<file path="config.mk">
export PLATFORM = sky130hd
export DESIGN_NAME = stack_machine_step_top
export DESIGN_NICKNAME = d
export VERILOG_FILES = /design/src/rtl/core/sms_pkg.sv /design/src/rtl/core/stack_machine_step_top.sv /design/src/rtl/core/sms_stack.sv /design/src/rtl/core/sms_alu.sv
export SDC_FILE = /design/constraint.sdc
export NUM_CORES = 2
export LEC_CHECK = 0
export BUFFER_PORTS_ARGS = -buffer_cell sky130_fd_sc_hd__buf_4
export CORE_MARGIN = 1.5
export CORE_UTILIZATION = 55
export DETAILED_ROUTE_END_ITERATION = 16
export PLACE_DENSITY_LB_ADDON = 0.08
export SYNTH_ARGS = -nofsm -noshare
export SYNTH_HDL_FRONTEND = slang
export SYNTH_SLANG_ARGS = --single-unit
</file>
<file path="constraint.sdc">
create_clock -name clock -period 7.1 [get_ports clock]
set_input_delay 1.42 -clock clock [delete_from_list [all_inputs] [get_ports clock]]
set_output_delay 1.42 -clock clock [all_outputs]
set_load 0.01 [all_outputs]
</file>
<file path="src/rtl/core/sms_pkg.sv">
// Shared types and codes for the stack machine step block.
// Used by sms_alu and stack_machine_step_top; no dependencies.
`default_nettype none

package sms_pkg;

   localparam int unsigned DATA_W = 32;

   typedef enum logic [3:0] {
      CMD_HALT  = 4'd0,
      CMD_PUSH  = 4'd1,
      CMD_POP   = 4'd2,
      CMD_ADD   = 4'd3,
      CMD_SUB   = 4'd4,
      CMD_MUL   = 4'd5,
      CMD_DIV   = 4'd6,
      CMD_PRINT = 4'd7,
      CMD_SEND  = 4'd8,
      CMD_RECV  = 4'd9
   } cmd_type;

   typedef enum logic [2:0] {
      KIND_EXEC   = 3'd0,
      KIND_PRINT  = 3'd1,
      KIND_SEND   = 3'd2,
      KIND_RECV   = 3'd3,
      KIND_HALT   = 3'd4,
      KIND_FAULT  = 3'd5,
      KIND_IGNORE = 3'd6
   } kind_type;

   typedef enum logic [1:0] {
      ALU_ADD = 2'd0,
      ALU_SUB = 2'd1,
      ALU_MUL = 2'd2,
      ALU_DIV = 2'd3
   } alu_op_type;

   typedef struct packed {
      logic       start;
      alu_op_type op;
   } alu_req_type;

endpackage

`default_nettype wire

</file>
<file path="src/rtl/core/stack_machine_step_top.sv">
// Stack machine step: one instruction per input word, one result word each.
// Halt, push, pop, send, recv, faults found at decode and stopped words
// answer from decode; print and divide by zero first read the top of stack;
// add, sub, mul and div read both operands and wait for the shared arithmetic
// unit, whose divide takes 32 restoring steps. One instruction at a time: the
// next word is taken in the cycle after the result is queued.
// Synchronous active-high reset: empty stack, running, no result pending.
// Depends on sms_pkg, sms_stack, sms_alu.
`default_nettype none

module stack_machine_step_top #(
   parameter int unsigned STACK_DEPTH = 64
) (
   input  wire logic        clock,
   input  wire logic        reset,
   input  wire logic        req_tvalid,
   output logic             req_tready,
   input  wire logic [39:0] req_tdata,   // command[3:0], immediate[35:4]
   output logic             rsp_tvalid,
   input  wire logic        rsp_tready,
   // kind[2:0], value[34:3], stack_depth[SP_W+34:35], is_running[SP_W+35]
   output logic [((36 + $clog2(STACK_DEPTH + 1) + 7) / 8) * 8 - 1:0] rsp_tdata
);

   localparam int unsigned W      = sms_pkg::DATA_W;
   localparam int unsigned SP_W   = $clog2(STACK_DEPTH + 1);
   localparam int unsigned ADDR_W = $clog2(STACK_DEPTH);
   localparam int unsigned OUT_W  = ((36 + SP_W + 7) / 8) * 8;
   localparam int unsigned VAL_LO = 3;
   localparam int unsigned SP_LO  = VAL_LO + W;
   localparam int unsigned RUN_B  = SP_LO + SP_W;

   typedef enum logic [2:0] {
      S_IDLE,
      S_EXEC,
      S_RDB,
      S_RDA,
      S_ALU,
      S_OUT
   } state_type;

   state_type         state_ff, state_in;
   logic [SP_W-1:0]   sp_ff, sp_in;
   logic              run_ff, run_in;
   sms_pkg::cmd_type  cmd_ff, cmd_in;
   logic [W-1:0]      imm_ff, imm_in;
   logic [W-1:0]      b_ff, b_in;
   sms_pkg::kind_type kind_ff, kind_in;
   logic [W-1:0]      value_ff, value_in;
   logic              rsp_valid_ff, rsp_valid_in;
   logic [OUT_W-1:0]  rsp_data_ff, rsp_data_in;

   logic              wr_en, rd_en;
   logic [ADDR_W-1:0] wr_addr, rd_addr;
   logic [W-1:0]      wr_data, rd_data;
   sms_pkg::alu_req_type alu_req;
   logic              alu_done;
   logic [W-1:0]      alu_result;
   logic              fault;
   logic [ADDR_W-1:0] top_addr, second_addr;

   sms_stack #(
      .DEPTH  (STACK_DEPTH),
      .ADDR_W (ADDR_W),
      .WORD_W (W)
   ) u_stack (
      .clock   (clock),
      .wr_en   (wr_en),
      .wr_addr (wr_addr),
      .wr_data (wr_data),
      .rd_en   (rd_en),
      .rd_addr (rd_addr),
      .rd_data (rd_data)
   );

   sms_alu u_alu (
      .clock  (clock),
      .reset  (reset),
      .req    (alu_req),
      .a      (rd_data),
      .b      (b_ff),
      .done   (alu_done),
      .result (alu_result)
   );

   assign req_tready  = (state_ff == S_IDLE);
   assign top_addr    = sp_ff[ADDR_W-1:0] - ADDR_W'(1);
   assign second_addr = sp_ff[ADDR_W-1:0] - ADDR_W'(2);

   always_comb begin
      state_in     = state_ff;
      sp_in        = sp_ff;
      run_in       = run_ff;
      cmd_in       = cmd_ff;
      imm_in       = imm_ff;
      b_in         = b_ff;
      kind_in      = kind_ff;
      value_in     = value_ff;
      rsp_valid_in = rsp_valid_ff & ~rsp_tready;
      rsp_data_in  = rsp_data_ff;
      wr_en        = 1'b0;
      wr_addr      = sp_ff[ADDR_W-1:0];
      wr_data      = imm_ff;
      rd_en        = 1'b0;
      rd_addr      = top_addr;
      alu_req      = '{start: 1'b0, op: sms_pkg::ALU_ADD};
      fault        = 1'b0;

      case (cmd_ff)
         sms_pkg::CMD_SUB: alu_req.op = sms_pkg::ALU_SUB;
         sms_pkg::CMD_MUL: alu_req.op = sms_pkg::ALU_MUL;
         sms_pkg::CMD_DIV: alu_req.op = sms_pkg::ALU_DIV;
         default:          alu_req.op = sms_pkg::ALU_ADD;
      endcase

      case (state_ff)
         S_IDLE: begin
            if (req_tvalid) begin
               cmd_in   = sms_pkg::cmd_type'(req_tdata[3:0]);
               imm_in   = req_tdata[35:4];
               state_in = S_EXEC;
            end
         end
         S_EXEC: begin
            kind_in  = sms_pkg::KIND_EXEC;
            value_in = '0;
            state_in = S_OUT;
            if (!run_ff) begin
               kind_in = sms_pkg::KIND_IGNORE;
            end else begin
               case (cmd_ff)
                  sms_pkg::CMD_HALT: begin
                     run_in  = 1'b0;
                     kind_in = sms_pkg::KIND_HALT;
                  end
                  sms_pkg::CMD_PUSH: begin
                     if (sp_ff < SP_W'(STACK_DEPTH)) begin
                        wr_en = 1'b1;
                        sp_in = sp_ff + SP_W'(1);
                     end else begin
                        fault = 1'b1;
                     end
                  end
                  sms_pkg::CMD_POP: begin
                     if (sp_ff != '0) begin
                        sp_in = sp_ff - SP_W'(1);
                     end else begin
                        fault = 1'b1;
                     end
                  end
                  sms_pkg::CMD_ADD, sms_pkg::CMD_SUB,
                  sms_pkg::CMD_MUL, sms_pkg::CMD_DIV: begin
                     if (sp_ff < SP_W'(2)) begin
                        fault = 1'b1;
                     end else begin
                        rd_en    = 1'b1;
                        state_in = S_RDB;
                     end
                  end
                  sms_pkg::CMD_PRINT: begin
                     if (sp_ff != '0) begin
                        rd_en    = 1'b1;
                        state_in = S_RDB;
                     end else begin
                        fault = 1'b1;
                     end
                  end
                  sms_pkg::CMD_SEND: begin
                     kind_in  = sms_pkg::KIND_SEND;
                     value_in = imm_ff;
                  end
                  sms_pkg::CMD_RECV: begin
                     kind_in = sms_pkg::KIND_RECV;
                  end
                  default: begin
                     fault = 1'b1;
                  end
               endcase
            end
         end
         S_RDB: begin
            // top of stack word is on the read port now
            state_in = S_OUT;
            if (cmd_ff == sms_pkg::CMD_PRINT) begin
               kind_in  = sms_pkg::KIND_PRINT;
               value_in = rd_data;
            end else if (cmd_ff == sms_pkg::CMD_DIV && rd_data == '0) begin
               fault = 1'b1;
            end else begin
               b_in     = rd_data;
               rd_en    = 1'b1;
               rd_addr  = second_addr;
               state_in = S_RDA;
            end
         end
         S_RDA: begin
            alu_req.start = 1'b1;
            state_in      = S_ALU;
         end
         S_ALU: begin
            if (alu_done) begin
               wr_en    = 1'b1;
               wr_addr  = second_addr;
               wr_data  = alu_result;
               sp_in    = sp_ff - SP_W'(1);
               state_in = S_OUT;
            end
         end
         S_OUT: begin
            if (!rsp_valid_ff || rsp_tready) begin
               rsp_valid_in                     = 1'b1;
               rsp_data_in                      = '0;
               rsp_data_in[2:0]                 = kind_ff;
               rsp_data_in[VAL_LO +: W]         = value_ff;
               rsp_data_in[SP_LO +: SP_W]       = sp_ff;
               rsp_data_in[RUN_B]               = run_ff;
               state_in                         = S_IDLE;
            end
         end
         default: begin
            state_in = S_IDLE;
         end
      endcase

      if (fault) begin
         run_in   = 1'b0;
         kind_in  = sms_pkg::KIND_FAULT;
         value_in = '0;
      end
   end

   always_ff @(posedge clock) begin
      if (reset) begin
         state_ff     <= S_IDLE;
         sp_ff        <= '0;
         run_ff       <= 1'b1;
         rsp_valid_ff <= 1'b0;
      end else begin
         state_ff     <= state_in;
         sp_ff        <= sp_in;
         run_ff       <= run_in;
         rsp_valid_ff <= rsp_valid_in;
      end
      cmd_ff      <= cmd_in;
      imm_ff      <= imm_in;
      b_ff        <= b_in;
      kind_ff     <= kind_in;
      value_ff    <= value_in;
      rsp_data_ff <= rsp_data_in;
   end

   assign rsp_tvalid = rsp_valid_ff;
   assign rsp_tdata  = rsp_data_ff;

   a_sp_in_range: assert property (@(posedge clock) disable iff (reset)
      sp_ff <= SP_W'(STACK_DEPTH))
      else $error("stack depth beyond capacity");

   a_stopped_frozen: assert property (@(posedge clock) disable iff (reset)
      !run_ff |=> ($stable(sp_ff) && !run_ff))
      else $error("stack changed or machine restarted while stopped");

   a_alu_done_state: assert property (@(posedge clock) disable iff (reset)
      alu_done |-> (state_ff == S_ALU))
      else $error("divide/arith result outside of wait state");

   a_ignore_stopped: assert property (@(posedge clock) disable iff (reset)
      (rsp_valid_in && !rsp_valid_ff && rsp_data_in[2:0] == sms_pkg::KIND_IGNORE)
         |-> !rsp_data_in[RUN_B])
      else $error("ignored word reported as running");

endmodule

`default_nettype wire

</file>
<file path="src/rtl/core/sms_stack.sv">
// Operand stack storage: one write port, one read port with registered data.
// No dependencies.
`default_nettype none

module sms_stack #(
   parameter int unsigned DEPTH  = 64,
   parameter int unsigned ADDR_W = 6,
   parameter int unsigned WORD_W = 32
) (
   input  wire logic              clock,
   input  wire logic              wr_en,
   input  wire logic [ADDR_W-1:0] wr_addr,
   input  wire logic [WORD_W-1:0] wr_data,
   input  wire logic              rd_en,
   input  wire logic [ADDR_W-1:0] rd_addr,
   output logic      [WORD_W-1:0] rd_data
);

   logic [WORD_W-1:0] mem_ff [DEPTH];
   logic [WORD_W-1:0] rd_data_ff;

   always_ff @(posedge clock) begin
      if (wr_en) begin
         mem_ff[wr_addr] <= wr_data;
      end
   end

   always_ff @(posedge clock) begin
      if (rd_en) begin
         rd_data_ff <= mem_ff[rd_addr];
      end
   end

   assign rd_data = rd_data_ff;

endmodule

`default_nettype wire

</file>
<file path="src/rtl/core/sms_alu.sv">
// Shared arithmetic unit: add, sub and mul, and signed divide by
// 32 restoring steps plus a sign fix. Depends on sms_pkg.
`default_nettype none

module sms_alu (
   input  wire logic                      clock,
   input  wire logic                      reset,
   input  wire sms_pkg::alu_req_type      req,
   input  wire logic [sms_pkg::DATA_W-1:0] a,
   input  wire logic [sms_pkg::DATA_W-1:0] b,
   output logic                           done,
   output logic      [sms_pkg::DATA_W-1:0] result
);

   localparam int unsigned W     = sms_pkg::DATA_W;
   localparam int unsigned CNT_W = $clog2(W);

   typedef enum logic [1:0] {
      A_IDLE,
      A_DIV,
      A_FIX
   } alu_state_type;

   alu_state_type    state_ff, state_in;
   logic             done_ff, done_in;
   logic [W-1:0]     result_ff, result_in;
   logic [W-1:0]     quo_ff, quo_in;
   logic [W-1:0]     rem_ff, rem_in;
   logic [W-1:0]     dvs_ff, dvs_in;
   logic             neg_ff, neg_in;
   logic [CNT_W-1:0] cnt_ff, cnt_in;

   logic [W-1:0] mag_a, mag_b;
   logic [W:0]   shifted, diff;

   always_comb begin
      mag_a   = a[W-1] ? (W'(0) - a) : a;
      mag_b   = b[W-1] ? (W'(0) - b) : b;
      shifted = {rem_ff, quo_ff[W-1]};
      diff    = shifted - {1'b0, dvs_ff};

      state_in  = state_ff;
      done_in   = 1'b0;
      result_in = result_ff;
      quo_in    = quo_ff;
      rem_in    = rem_ff;
      dvs_in    = dvs_ff;
      neg_in    = neg_ff;
      cnt_in    = cnt_ff;

      case (state_ff)
         A_IDLE: begin
            if (req.start) begin
               case (req.op)
                  sms_pkg::ALU_ADD: begin
                     result_in = a + b;
                     done_in   = 1'b1;
                  end
                  sms_pkg::ALU_SUB: begin
                     result_in = a - b;
                     done_in   = 1'b1;
                  end
                  sms_pkg::ALU_MUL: begin
                     result_in = W'(a * b);
                     done_in   = 1'b1;
                  end
                  sms_pkg::ALU_DIV: begin
                     quo_in   = mag_a;
                     rem_in   = '0;
                     dvs_in   = mag_b;
                     neg_in   = a[W-1] ^ b[W-1];
                     cnt_in   = CNT_W'(W - 1);
                     state_in = A_DIV;
                  end
                  default: begin
                     result_in = '0;
                     done_in   = 1'b1;
                  end
               endcase
            end
         end
         A_DIV: begin
            // one quotient bit per cycle, remainder stays below the divisor
            if (!diff[W]) begin
               rem_in = diff[W-1:0];
               quo_in = {quo_ff[W-2:0], 1'b1};
            end else begin
               rem_in = shifted[W-1:0];
               quo_in = {quo_ff[W-2:0], 1'b0};
            end
            cnt_in = cnt_ff - CNT_W'(1);
            if (cnt_ff == '0) begin
               state_in = A_FIX;
            end
         end
         A_FIX: begin
            result_in = neg_ff ? (W'(0) - quo_ff) : quo_ff;
            done_in   = 1'b1;
            state_in  = A_IDLE;
         end
         default: begin
            state_in = A_IDLE;
         end
      endcase
   end

   always_ff @(posedge clock) begin
      if (reset) begin
         state_ff <= A_IDLE;
         done_ff  <= 1'b0;
      end else begin
         state_ff <= state_in;
         done_ff  <= done_in;
      end
      result_ff <= result_in;
      quo_ff    <= quo_in;
      rem_ff    <= rem_in;
      dvs_ff    <= dvs_in;
      neg_ff    <= neg_in;
      cnt_ff    <= cnt_in;
   end

   assign done   = done_ff;
   assign result = result_ff;

endmodule

`default_nettype wire
</file>
# [Word level (Yosys, flattened, before mapping)]
# Memory sizes are Yosys's and may differ from the RTL's. A register that Yosys moved wholly into a read port is not among the register bits.
# Index checks and enable logic that the tools add are counted.
[totals] latchBits=0 memories=1 ramBits=2048 ff_bits=295 mem_bits_ro=0
[mem_list] memory="u_stack.mem_ff" depth=64 word_bits=32 rd=1 rd_ports_with_merged_regs=1 write_ports=1 line_no="sms_stack.sv:19" rtl="logic [WORD_W-1:0] mem_ff [DEPTH];"
[classes] n_div=0 eq_ne=31 n_bitwise=5 n_mul=1 mux=85 n_lt_le_gt_ge=2 shift=0 n_addsub=11 n_reduce_logical=29
[op_table] operator="two-way mux 32 bit" count=13
[op_table] operator="case mux 32 bit (2 select lines)" count=4
[op_table] operator="case mux 32 bit (3 select lines)" count=1
[op_table] operator="subtractor 1 x 32 -> 32 bit (first input constant)" count=3
[op_table] operator="subtractor 33 x 32 -> 33 bit" count=1
[op_table] operator="adder 32 bit" count=1
[op_table] operator="logical NOT 32 bit" count=1
[op_table] operator="multiplier 32 x 32 -> 32 bit" count=1
[op_table] operator="subtractor 32 bit" count=1
[op_table] operator="two-way mux 31 bit" count=1
[op_table] operator="two-way mux 3 bit" count=10
[op_table] operator="two-way mux 6 bit" count=5
[op_table] operator="two-way mux 7 bit" count=4
[op_table] operator="case mux 7 bit (2 select lines)" count=2
[op_table] operator="two-way mux 1 bit" count=27
[op_table] operator="case mux 3 bit (6 select lines)" count=1
[op_table] operator="AND reduction 3 bit" count=6
[op_table] operator="equality test 4 x 3 -> 1 bit (second input constant)" count=4
[op_table] operator="!= test 2 bit (second input constant)" count=6
[op_table] operator="case mux 3 bit (2 select lines)" count=2
[op_table] operator="two-way mux 5 bit" count=2
[op_table] operator="case mux 1 bit (2 select lines)" count=5
[op_table] operator="case mux 5 bit (2 select lines)" count=1
[op_table] operator="nonzero test 2 bit" count=5
[op_table] operator="other kinds (40)" count=57

# [Logic depth before layout (Yosys ltp)]
[depth] depth_word=7 depth_mapped=28

# [Cells and area by module]
# Synthesis repeated with hierarchy kept, for this count alone.
[hier_totals] cells_unflattened=7130 hier_area_um2=113227.3
[modules_own_cells] module="sms_stack" seq_area_each_um2=62459.9 area_each_um2=79359.9 cells_per_inst=3511 instances=1
[modules_own_cells] module="sms_alu" seq_area_each_um2=4083.9 area_each_um2=27378.8 cells_per_inst=3059 instances=1
[modules_own_cells] module="stack_machine_step_top" seq_area_each_um2=4274.1 area_each_um2=6488.7 cells_per_inst=560 instances=1

# [Worst setup path before layout]
# No wires, ideal clock.
[synth_timing] kind="register -> register" start="register b_ff[5]" end="register u_alu.result_ff[31] (netlist: u_alu.result[31]) (data pin)" slack_ps=-252 required_ps=6924 path_buffers=2 arrival_time_ps=7176 period_less_slack_ps=7352 path_stages_with_launch=27 cell_sequence="edfxtp_1 > clkbuf_1 > clkbuf_1 > and2_1 > fa_1 > fa_1 > fa_1 > inv_1 > fa_1 > inv_1 > fa_1 > inv_1 > fa_1 > inv_1 > fa_1 > fa_1 > ha_1 > and3_1 > a31oi_1 > o21ai_0 > a41oi_1 > o211ai_1 > a311oi_1 > o21ai_0 > xnor2_1 > nor2_1 > o32ai_1"
[synth_between] elab_chain_len=4 elab_cells_between_ends=6 classes_between="add/sub: 2; mul: 1; mux: 3"
[synth_rtl] element="start, declared" line_no="stack_machine_step_top.sv:47" rtl="logic [W-1:0] b_ff, b_in;"
[synth_rtl] element="start signal, assigned" line_no="stack_machine_step_top.sv:246" rtl="b_ff <= b_in;"
[synth_rtl] element="multiplier 32 x 32 -> 32 bit, or another cell as far along" line_no="sms_alu.sv:64" rtl="result_in = W'(a * b);"
[synth_rtl] element="case mux 32 bit (3 select lines) *" line_no="sms_alu.sv:54" rtl="case (req.op)"
[synth_rtl] element="two-way mux 32 bit *" line_no="sms_alu.sv:53" rtl="if (req.start) begin"
[synth_rtl] element="case mux 32 bit (2 select lines) *" line_no="sms_alu.sv:51" rtl="case (state_ff)"
[synth_rtl] element="via u_alu.result_in[31]" line_no="sms_alu.sv:26" rtl="logic [W-1:0] result_ff, result_in;"
[synth_rtl] element="end signal, assigned" line_no="sms_alu.sv:115" rtl="result_ff <= result_in;"
[synth_rtl] element="end, declared" line_no="sms_alu.sv:26"
# The timed path passes the listed nets; every way through them passes the cells marked *. The select of a mux whose other input is x is not followed.
# A chain may end at the register's enable or synchronous reset.

# [Worst setup path in the final report]
[layout_timing] start="register b_ff[2]" end="register u_alu.result_ff[29] (netlist: u_alu.result[29]) (data pin)"
# Same word-level chain as after synthesis.

==> run metrics <==
layout cells sized above 1 13.99%; dpl cells ~12000; final hold violation count 0; # setup viols final 10; RR Startpoint b_ff[2]$_DFFE_PP_; Die Height 462.5 um; min-delay worst type reg -> reg; met2 WL 164500 um; CTS Buf Count 240; Slew HR 8.344%; Root Driver clkbuf_16; htree depth 4; Ports 94; die area approximately 210000 um^2; number of synthesized flops with an enable pin roughly 2300; Worst Hold Launch value_ff[2]$_SDFFE_PP0P_; Worst Setup Start Kind register; routed wire length between 300000 and 400000 um; worst r2r path cells 26; Max Root-Sink Buffers 3; max-slew violations 0; final non-filler cell total 12390; nature of the critical path endpoint register; skew final 0.08751 ns; Area after DPL 124100 um^2; Clk pwr share a little over a third; gpl congestion 0.9511; Starting Density a little under three fifths; LEAKAGE 53.10 nW; DR top layer met5; max-cap viol count 0; Synth Warn # 0; CP required 7.64 ns; hold path cells 0; #FFs+latches synth between 2000 and 2500; switching pwr 9.506 mW; internal power 25.93 mW; largest net degree at the start of global routing 101; final worst slack -0.2673 ns; 1st-iter DRT viols 7596; sequential power share 44.6%; Post-route DRC 0; TritonCTS clock tree yes; sequential area share after synthesis roughly three fifths; fin nets 10010; CP Class reg -> reg; Die Wd between 400 and 500 um; Seq. cell area 70820 um^2; hold_buf cts 0; vias in the first global route 73810; number of vias per cell roughly 6; status finished with violations; Distinct cells, synth between 80 and 90; floorplan row count 168; Routed WL per cell 27.55 um; worst path arrival time slightly below 8 ns; initial antenna violation count 24; first-pass GRT wire length 496100 um; Fill cells 15950; GRT Residual Overflow 0; M1 WL 132000 um; port bufs 84; HPWL after DPL approximately 220000 um; met3 WL approximately 26000 um; First-pass DRT Iterations 7; Highest Clock Rate 135.7 MHz; PwrDens 266.5 nW/um^2; Switching Fraction 26.82%; worst vdd ir 0.3253 mV; fraction of registers with async set/reset 0%; Clock Latency Late Sink 0.90 ns; vias around 75000; Num Clock Sinks 2375; pin slew with the least headroom to its limit 1.375 ns; combinational share of power a little under a fifth; Synth Cell Area 116100 um^2; critical path launch point b_ff[2]$_DFFE_PP_; Final Critical Period between 7 and 8 ns; Mapped Cells approximately 8900; Post-DRT Antenna Nets 0; Global Route Usage Sum 31.75%; violated checks setup timing; area occupied by multi-input gates 42570 um^2; Final Cycle Share 103.8%; Core Footprint 209800 um^2; Area Overhead vs Synth 14.52%; unrepaired setup endpoints after global routing true; CP Max Fanout 5; design area 133000 um^2; Main synth FF type edfxtp_1; Avg Synthesized Cell Area 13.01 um^2; clock-pin slew of the registers on the worst-case setup and hold paths ~0.07 ns
==> layout by cell type (no fill, tap or decap), types with 33 or more instances in the layout <==
cell type and n:
o21ai_0 118, a32oi_1 125, nor2_4 66, xnor2_1 133
clkinv_1 50, clkbuf_16 243, nand2_1 1483, nor3_1 76
buf_4 652, ha_1 179, and4_1 36, clkinv_2 51
buf_12 59, clkbuf_1 43, xor2_1 113, mux2i_1 906
a21oi_1 99, nand3_1 780, a221oi_1 35, nor2_1 168
and2_1 304, nand2_2 33, dfxtp_1 50, o31ai_1 38
inv_1 441, fa_1 396, edfxtp_1 2325
==> per-layer routing <==
metal	vias to the layer above	GRT usage [%]
met3	718	5.443
met5	-	0
li1	32880	-
met2	3163	52.21
met4	20	15.47
met1	37760	41.02
==> worst max-delay path, cell delays in order (launching register included) <==
cell	delay, ns
edfxtp_1	0.40
buf_6	0.16
buf_4	0.15
and2_1	0.18
fa_1	0.53
inv_1	0.05
fa_1	0.49
fa_1	0.45
fa_1	0.55
inv_1	0.05
fa_1	0.47
fa_1	0.55
fa_2	0.46
fa_1	0.56
ha_4	0.22
and3_4	0.18
a31oi_1	0.13
o21ai_1	0.10
a41oi_2	0.24
o211ai_1	0.11
buf_4	0.17
a311oi_4	0.28
buf_4	0.17
xnor2_2	0.08
a21oi_2	0.13
o31a_1	0.15
a21oi_1	0.04
==> power groups by stage <==
stage | logic [mW] | clock network (mW) | registers, mW
after floorplan | 3.43 | 0 | 16.0
after global placement | 5.66 | 0 | 16.1
after detailed placement | 5.69 | 0 | 16.1
after CTS | 6.19 | 13.1 | 15.8
after global routing | 7.20 | 13.6 | 15.8
final | 6.73 | 12.9 | 15.8
==> layout make-up <==
| type | instances | area share [%] |
|---|---|---|
| flip-flops and latches | 2375 | 53.25 |
| multi-input cells | 5563 | 32.01 |
| clock buffers | 287 | 4.704 |
| repair buffers | 726 | 4.696 |
| well taps | 2805 | 2.639 |
| clock inverters | 163 | 1.383 |
| inverters | 449 | 1.271 |
| diodes | 22 | 0.04140 |
==> Yosys cell counts, types with 22 or more instances <==
cell	instances	share of area, %
a211oi_1	33	0.21
a21o_1	32	0.21
a21oi_1	111	0.48
a221oi_1	35	0.26
a32oi_1	127	0.96
and2_1	313	1.7
and4_1	36	0.27
buf_1	25	0.081
buf_2	187	0.81
buf_4	22	0.14
clkbuf_1	309	1.0
dfxtp_1	50	0.86
edfxtp_1	2325	60
fa_1	410	7.1
ha_1	196	2.1
inv_1	448	1.4
mux2i_1	907	7.8
nand2_1	1517	4.9
nand2b_1	29	0.16
nand3_1	781	3.4
nor2_1	241	0.78
nor3_1	83	0.36
o21ai_0	125	0.54
o31ai_1	40	0.26
or3_1	28	0.15
xnor2_1	138	1.0
xor2_1	114	0.86
==> path summary, 6_finish.rpt <==
| path | slack, ns | end |
|---|---|---|
| min | 0.43 | rsp_tdata[5]$_DFFE_PP_ |
| min reg2reg | 0.43 | rsp_tdata[5]$_DFFE_PP_ |
| max reg2reg | -0.27 | u_alu.result[29]$_DFFE_PP_ |
| max | -0.27 | u_alu.result[29]$_DFFE_PP_ |
==> logic make-up after synthesis <==
group | synth area share [%]
adders and majority gates | 9.180
AOI/OAI and AO/OA | 3.863
buffers and inverters | 3.510
DFF | 60.98
and+or+nand+nor | 12.36
xor gates and xnor gates | 1.952
muxes | 8.148
other | 0.003229
==> through the flow <==
step	utilization (%)	hold slack, ns	total power, mW	setup TNS (ns)	worst slack [ns]
5_1_grt	63.37	0.4393	36.60	-3.442	-0.4553
2_1_floorplan	-	0.4030	19.48	0	0.01132
4_1_cts	63.23	0.4274	35.04	-0.8149	-0.1972
3_3_place_gp	59.16	0.4150	21.74	-3.358	-0.4343
6_report	63.39	0.4276	35.44	-1.266	-0.2673
3_5_place_dp	59.16	0.4183	21.78	-3.491	-0.4433
==> state kept, by name (all words and copies together) (netlist names), 2 cells and up <==
name	cells
b_ff	32
u_stack.mem_ff	2048
state_ff	3
kind_ff	3
imm_ff	32
u_alu.quo_ff	32
u_alu.rem_ff	32
u_alu.cnt_ff	5
u_alu.state_ff	2
u_alu.result	32
cmd_ff	4
u_alu.dvs_ff	32
rsp_tdata	43
value_ff	32
u_stack.rd_data	32
sp_ff	7
==> repair_timing <==
action	CTS	global route
pin swaps	55	22
gates resized for setup	61	51
setup endpoints to repair	14	14
buffers inserted	16	4
(Power assumes the default switching activity.)
